$ cat src/rtl/bf3_pkg.sv
// Package for the 3x3 box filter: word types, register indexes, divide table.
// No dependencies.
`default_nettype none
package bf3_pkg;
    localparam int unsigned REG_W = 11;
    localparam logic [0:0] REG_WIDTH  = 1'b0;
    localparam logic [0:0] REG_HEIGHT = 1'b1;
    localparam logic [10:0] HEIGHT_LIMIT = 11'd1024;

    typedef struct packed {
        logic [7:0] red_in;
        logic [7:0] green_in;
        logic [7:0] blue_in;
        logic       flush;
    } t_in_word;

    typedef struct packed {
        logic [7:0] red_out;
        logic [7:0] green_out;
        logic [7:0] blue_out;
        logic       end_of_frame;
    } t_out_word;

    // classified job passed from front to back
    typedef struct packed {
        logic [23:0] pix;
        logic [23:0] up;
        logic [23:0] mid;
        logic        x0;
        logic        emit;
        logic        last;
        logic        row_lo;   // row cy-1 in image
        logic        row_hi;   // row cy+1 in image
        logic        col_lo;   // column cx-1 in image
        logic        col_hi;   // column cx+1 in image
    } t_job;

    // reciprocal for sum/cnt, cnt one of 1,2,3,4,6,9: q = (s*recip)>>16, s <= 2295
    function automatic logic [16:0] recip(input logic [3:0] c);
        logic [16:0] r;
        case (c)
            4'd1: r = 17'd65536;
            4'd2: r = 17'd32768;
            4'd3: r = 17'd21846;
            4'd4: r = 17'd16384;
            4'd6: r = 17'd10923;
            4'd9: r = 17'd7282;
            default: r = 17'd65536;
        endcase
        return r;
    endfunction
endpackage
`default_nettype wire

$ cat src/rtl/bf3_back.sv
// Back end: 3x3 window, masked sums, reciprocal divide, result queue.
// Depends on bf3_pkg.
`default_nettype none
module bf3_back import bf3_pkg::*; (
    input  wire logic  i_clk,
    input  wire logic  i_rst_n,
    input  wire logic  i_job_valid,
    input  wire t_job  i_job,
    output logic       o_job_ready,
    output logic       o_empty,
    output t_out_word  o_word,
    input  wire logic  i_pop
);
    logic [23:0] r_win [6];
    logic        r_b_vld;
    logic [11:0] r_sum [3];
    logic [3:0]  r_cnt;
    logic        r_b_last;
    logic [1:0]  r_fill;
    t_out_word   r_q [2];
    logic        r_head;
    logic [11:0] sum [3];
    logic [3:0]  cnt;
    logic [23:0] col [3];
    logic [28:0] prod [3];
    logic        rowok [3], colok [3];
    logic        take;

    assign col[0] = i_job.up; assign col[1] = i_job.mid; assign col[2] = i_job.pix;
    assign rowok[0] = i_job.row_lo; assign rowok[1] = 1'b1; assign rowok[2] = i_job.row_hi;
    assign colok[0] = i_job.col_lo; assign colok[1] = 1'b1;
    assign colok[2] = i_job.col_hi && !i_job.x0;

    always_comb begin
        cnt = 4'd0;
        for (int k = 0; k < 3; k++) sum[k] = 12'd0;
        for (int r = 0; r < 3; r++) begin
            for (int c = 0; c < 3; c++) begin
                if (rowok[r] && colok[c]) begin
                    cnt = cnt + 4'd1;
                    for (int k = 0; k < 3; k++)
                        sum[k] = sum[k] + 12'((c == 2) ? col[r][8*k +: 8]
                                                        : r_win[r*2+c][8*k +: 8]);
                end
            end
        end
        if (cnt == 4'd0) cnt = 4'd1;
    end

    // room for the word in flight plus the queue
    assign o_job_ready = (r_fill == 2'd0) || (r_fill == 2'd1 && !r_b_vld);
    assign take = i_job_valid && o_job_ready;

    always_comb
        for (int k = 0; k < 3; k++) prod[k] = 29'(r_sum[k] * recip(r_cnt));

    // tail slot is head + fill; a pop in the same cycle does not move it
    always_ff @(posedge i_clk) begin
        if (take) begin
            for (int k = 0; k < 3; k++) r_sum[k] <= sum[k];
            r_cnt <= cnt; r_b_last <= i_job.last;
        end
        if (r_b_vld)
            r_q[r_head ^ r_fill[0]] <=
                '{red_out: prod[0][23:16], green_out: prod[1][23:16],
                  blue_out: prod[2][23:16], end_of_frame: r_b_last};
    end

    always_ff @(posedge i_clk) begin
        if (!i_rst_n) begin
            r_b_vld <= 1'b0; r_fill <= '0; r_head <= 1'b0;
            for (int i = 0; i < 6; i++) r_win[i] <= '0;
        end else begin
            if (take) begin
                for (int r = 0; r < 3; r++) begin
                    r_win[r*2]   <= r_win[r*2+1];
                    r_win[r*2+1] <= col[r];
                end
            end
            r_b_vld <= take && i_job.emit;
            if (i_pop && !o_empty) r_head <= ~r_head;
            r_fill <= r_fill + 2'(r_b_vld) - 2'(i_pop && !o_empty);
        end
    end

    assign o_empty = (r_fill == 2'd0);
    assign o_word  = r_q[r_head];

    a_fill_max: assert property (@(posedge i_clk) disable iff (!i_rst_n)
        r_fill <= 2'd2)
        else $error("queue overflow");
    a_cnt_nonzero: assert property (@(posedge i_clk) disable iff (!i_rst_n)
        r_b_vld |-> r_cnt != 4'd0)
        else $error("zero count");
    a_no_drop: assert property (@(posedge i_clk) disable iff (!i_rst_n)
        r_b_vld |-> (r_fill != 2'd2 || (i_pop && !o_empty)))
        else $error("result dropped");
endmodule
`default_nettype wire

$ cat config.mk
export PLATFORM = sky130hd
export DESIGN_NAME = bf3_back
export DESIGN_NICKNAME = d
export VERILOG_FILES = /design/src/rtl/bf3_pkg.sv /design/src/rtl/bf3_back.sv
export SDC_FILE = /design/constraint.sdc
export NUM_CORES = 1
export LEC_CHECK = 0
export ABC_CLOCK_PERIOD_IN_PS = 9670
export CORE_MARGIN = 10
export CORE_UTILIZATION = 32
export DETAILED_ROUTE_END_ITERATION = 10
export DONT_BUFFER_PORTS = 1
export PLACE_DENSITY_LB_ADDON = 0.2
export SYNTH_ARGS = -nofsm -noshare
export SYNTH_HDL_FRONTEND = slang
export SYNTH_SLANG_ARGS = --single-unit
export TNS_END_PERCENT = 10
$ cat constraint.sdc
create_clock -name i_clk -period 9.67 [get_ports i_clk]
set_input_delay 0.967 -clock i_clk [delete_from_list [all_inputs] [get_ports i_clk]]
set_output_delay 0.967 -clock i_clk [all_outputs]
set_load 0.01 [all_outputs]
==> out/results.txt <==
Crit path kind = in2reg
Root buffer cell = clkbuf_16
Number of port buffers = 0
Slew @ Worst Pin = 1.06 ns
Clock Power Share = 0.142
Switching share of total power = 0.447
Routability cong. = 0.835
Global-route usage over all layers = 0.149
Worst slew margin = 0.294
Tcrit/Tclk final = 0.924
WL/cell = 17.3 um
Hold Path Class = reg2reg
Chip height = 342 um
Final hold violations = 0
H-tree Lvls = 2
Post-Place Worst Slack = -0.151 ns
CP max stage delay = 0.39 ns
Max-slew violations = 0
Seq/Total Area, Yosys = 0.216
Post-route ant nets = 0
Initial antenna violation count = 11
Die area = 117000 um2
DR iter-0 viols = 1168
Pin count of the biggest net entering global routing = 101
P_int = 5.41 mW
Proportion of layout cells with a drive suffix above 1 = 0.0877
Synth Area per Inst = 9.48 um2
Max rail drop VDD = 178 uV
Seq cells post-synth = 240
WP data required = 9.98 ns
Power share of the sequential group = 0.184
Worst-path fanout max = 41
DRT Pass-1 Iters = 5
CORE AREA = 102000 um2
Total CTS buffers = 37
Area grow syn2layout = 11.7%
Nets = 4413
Syn_nets = 4305
Setup ws final = 0.738 ns
Post-CTS setup buffers = 0
Number of global-route vias before repair = 24500
Mapped Area = 33100 um2
CTS tree = yes
CP most frequent cell = ha_1
Combinational share of power = 0.674
Core Rows = 117
Clock transition at path regs = 0.06 ns
Commonest register cell after synthesis = edfxtp_1
Hold Buf Count CTS = 0
Syn Inst Count = 3494
Total Routed Length = 86.6 mm
Via Count = 23600
Worst-skew pair later-pin latency = 0.60 ns
Commonest cells after routing, fill and taps aside = 569 x inv_1, 399 x fa_1, 328 x ha_1
# clock sinks = 240
Setup Viol. Count Final = 0
Min cycle time layout = 8.93 ns
DR DRC count = 0
Max_cap viols = 0
Startpoint Class = input port
Slowest cell on crit path = fa_1
Die Wd = 342 um
Io pins = 110
First-pass GRT wire length = 138 mm
Endpoint class of the critical path = register
RSZ-0062 raised after global routing = true
F_max = 112 MHz
Initial core utilization = 0.324
Post-DP HPWL = 70.7 mm
Share of the core filled with cells = 0.362
Leakage = 17.0 nW
Crit path DAT = 9.25 ns
Switch Pwr = 4.37 mW
Hold_ws = 0.477 ns
Clock tree buffer depth = 3
Commonest non-fill, non-tap cell in the layout = inv_1
Post-synth EDFFs = 235
GRT overflow = 0
Power Density = 264 nW/um2
Synth async-reset ratio = 0
Avg Vias per Cell = 4.71
Final clock skew = 0.0314 ns
Library cells used by synthesis = 89
Status = completed
Total number of yosys warnings = 0
kinds of logic after synthesis:
logic type	synth area share
muxes	0.0245
xor gates and xnor gates	0.0558
buffers and inverters	0.0759
AOI/OAI and AO/OA	0.115
adders and majority gates	0.366
and+or+nand+nor	0.147
DFF	0.216
Yosys cell counts (11+ instances only):
cell type / count / area (um2)
a211oi_1: 26 / 195
a21o_1: 58 / 435
a21oi_1: 180 / 901
a31oi_1: 11 / 68.8
and2_1: 259 / 1620
buf_1: 13 / 48.8
clkbuf_1: 71 / 267
edfxtp_1: 235 / 7060
fa_1: 399 / 7990
ha_1: 329 / 4120
inv_1: 569 / 2140
mux2_2: 49 / 552
mux2i_1: 26 / 260
nand2_1: 283 / 1060
nand2b_1: 39 / 244
nand3_1: 31 / 155
nor2_1: 211 / 792
nor2b_1: 43 / 269
nor3_1: 48 / 240
o21a_1: 46 / 345
o21ai_0: 150 / 751
o21bai_1: 18 / 135
o31a_1: 17 / 149
o31ai_1: 20 / 150
or2_2: 11 / 68.8
xnor2_1: 145 / 1270
xor2_1: 59 / 517
power groups by stage:
stage	logic, mW	registers (mW)	clock network, mW
floorplan	4.77	1.73	0
global placement	6.60	1.82	0
detailed placement	6.63	1.82	0
CTS	6.68	1.80	1.44
global route	7.61	1.82	1.48
finish	6.59	1.80	1.39
layer usage:
layer / global-route usage / vias to the layer above / routed length, um
met5: 0 / - / 63
li1: - / 11700 / -
met1: 0.200 / 11400 / 41100
met4: 0.0317 / 8 / 1460
met3: 0.0296 / 91 / 4180
met2: 0.247 / 326 / 39800
sequential cells by signal, indices dropped and copies added (netlist names), named ones only:
| register | cells |
|---|---|
| r_cnt | 4 |
| r_b_last | 1 |
| r_sum | 36 |
| r_fill | 2 |
| r_win | 144 |
| r_q | 50 |
| r_b_vld | 1 |
| r_head | 1 |
final timing paths:
kind,from,to,slack (ns),cells after the start
worst min-delay path,r_b_last,r_q[0][0],0.48,0
worst max-delay path,i_job[1],r_sum[0][23],0.74,46
worst min register to register,r_b_last,r_q[0][0],0.48,0
worst max register to register,r_win[0][1],r_sum[0][11],1.06,47
area by class of cell:
| cell class | count | area, um2 |
|---|---|---|
| clock buffer | 47 | 985 |
| inverter | 569 | 2140 |
| fill | 10400 | 65300 |
| multi-input combinational | 2594 | 23600 |
| timing repair buffer | 160 | 1200 |
| clock inverter | 17 | 233 |
| sequential | 240 | 7160 |
| tap | 1368 | 1710 |
| antenna | 6 | 15.0 |
worst max-delay path: cells and delay by family:
| family | cells | cell delay (ns) |
|---|---|---|
| XOR/XNOR | 5 | 0.74 |
| multiplexers | 2 | 0.28 |
| AO/OA/AOI/OAI | 18 | 2.82 |
| adder cells (fa/ha/maj) | 10 | 2.85 |
| buffers and inverters | 4 | 0.40 |
| AND/OR/NAND/NOR | 7 | 1.16 |
stage by stage:
stage	cell area (um2)	cells	TNS [ns]	power, mW
floorplan	33100	3494	0	6.50
global placement	35700	4931	-0.180	8.42
finish	37000	5001	0	9.78
global route	37000	4998	-0.00373	10.9
CTS	36900	4995	0	9.92
detailed placement	35700	4931	-0.304	8.44
what timing repair did:
action	4_1_cts	5_1_grt
resized for setup	0	20
setup endpoints to repair	0	12
endpoints found under the hold margin	0	0
Power figures use the tool's default switching activity.
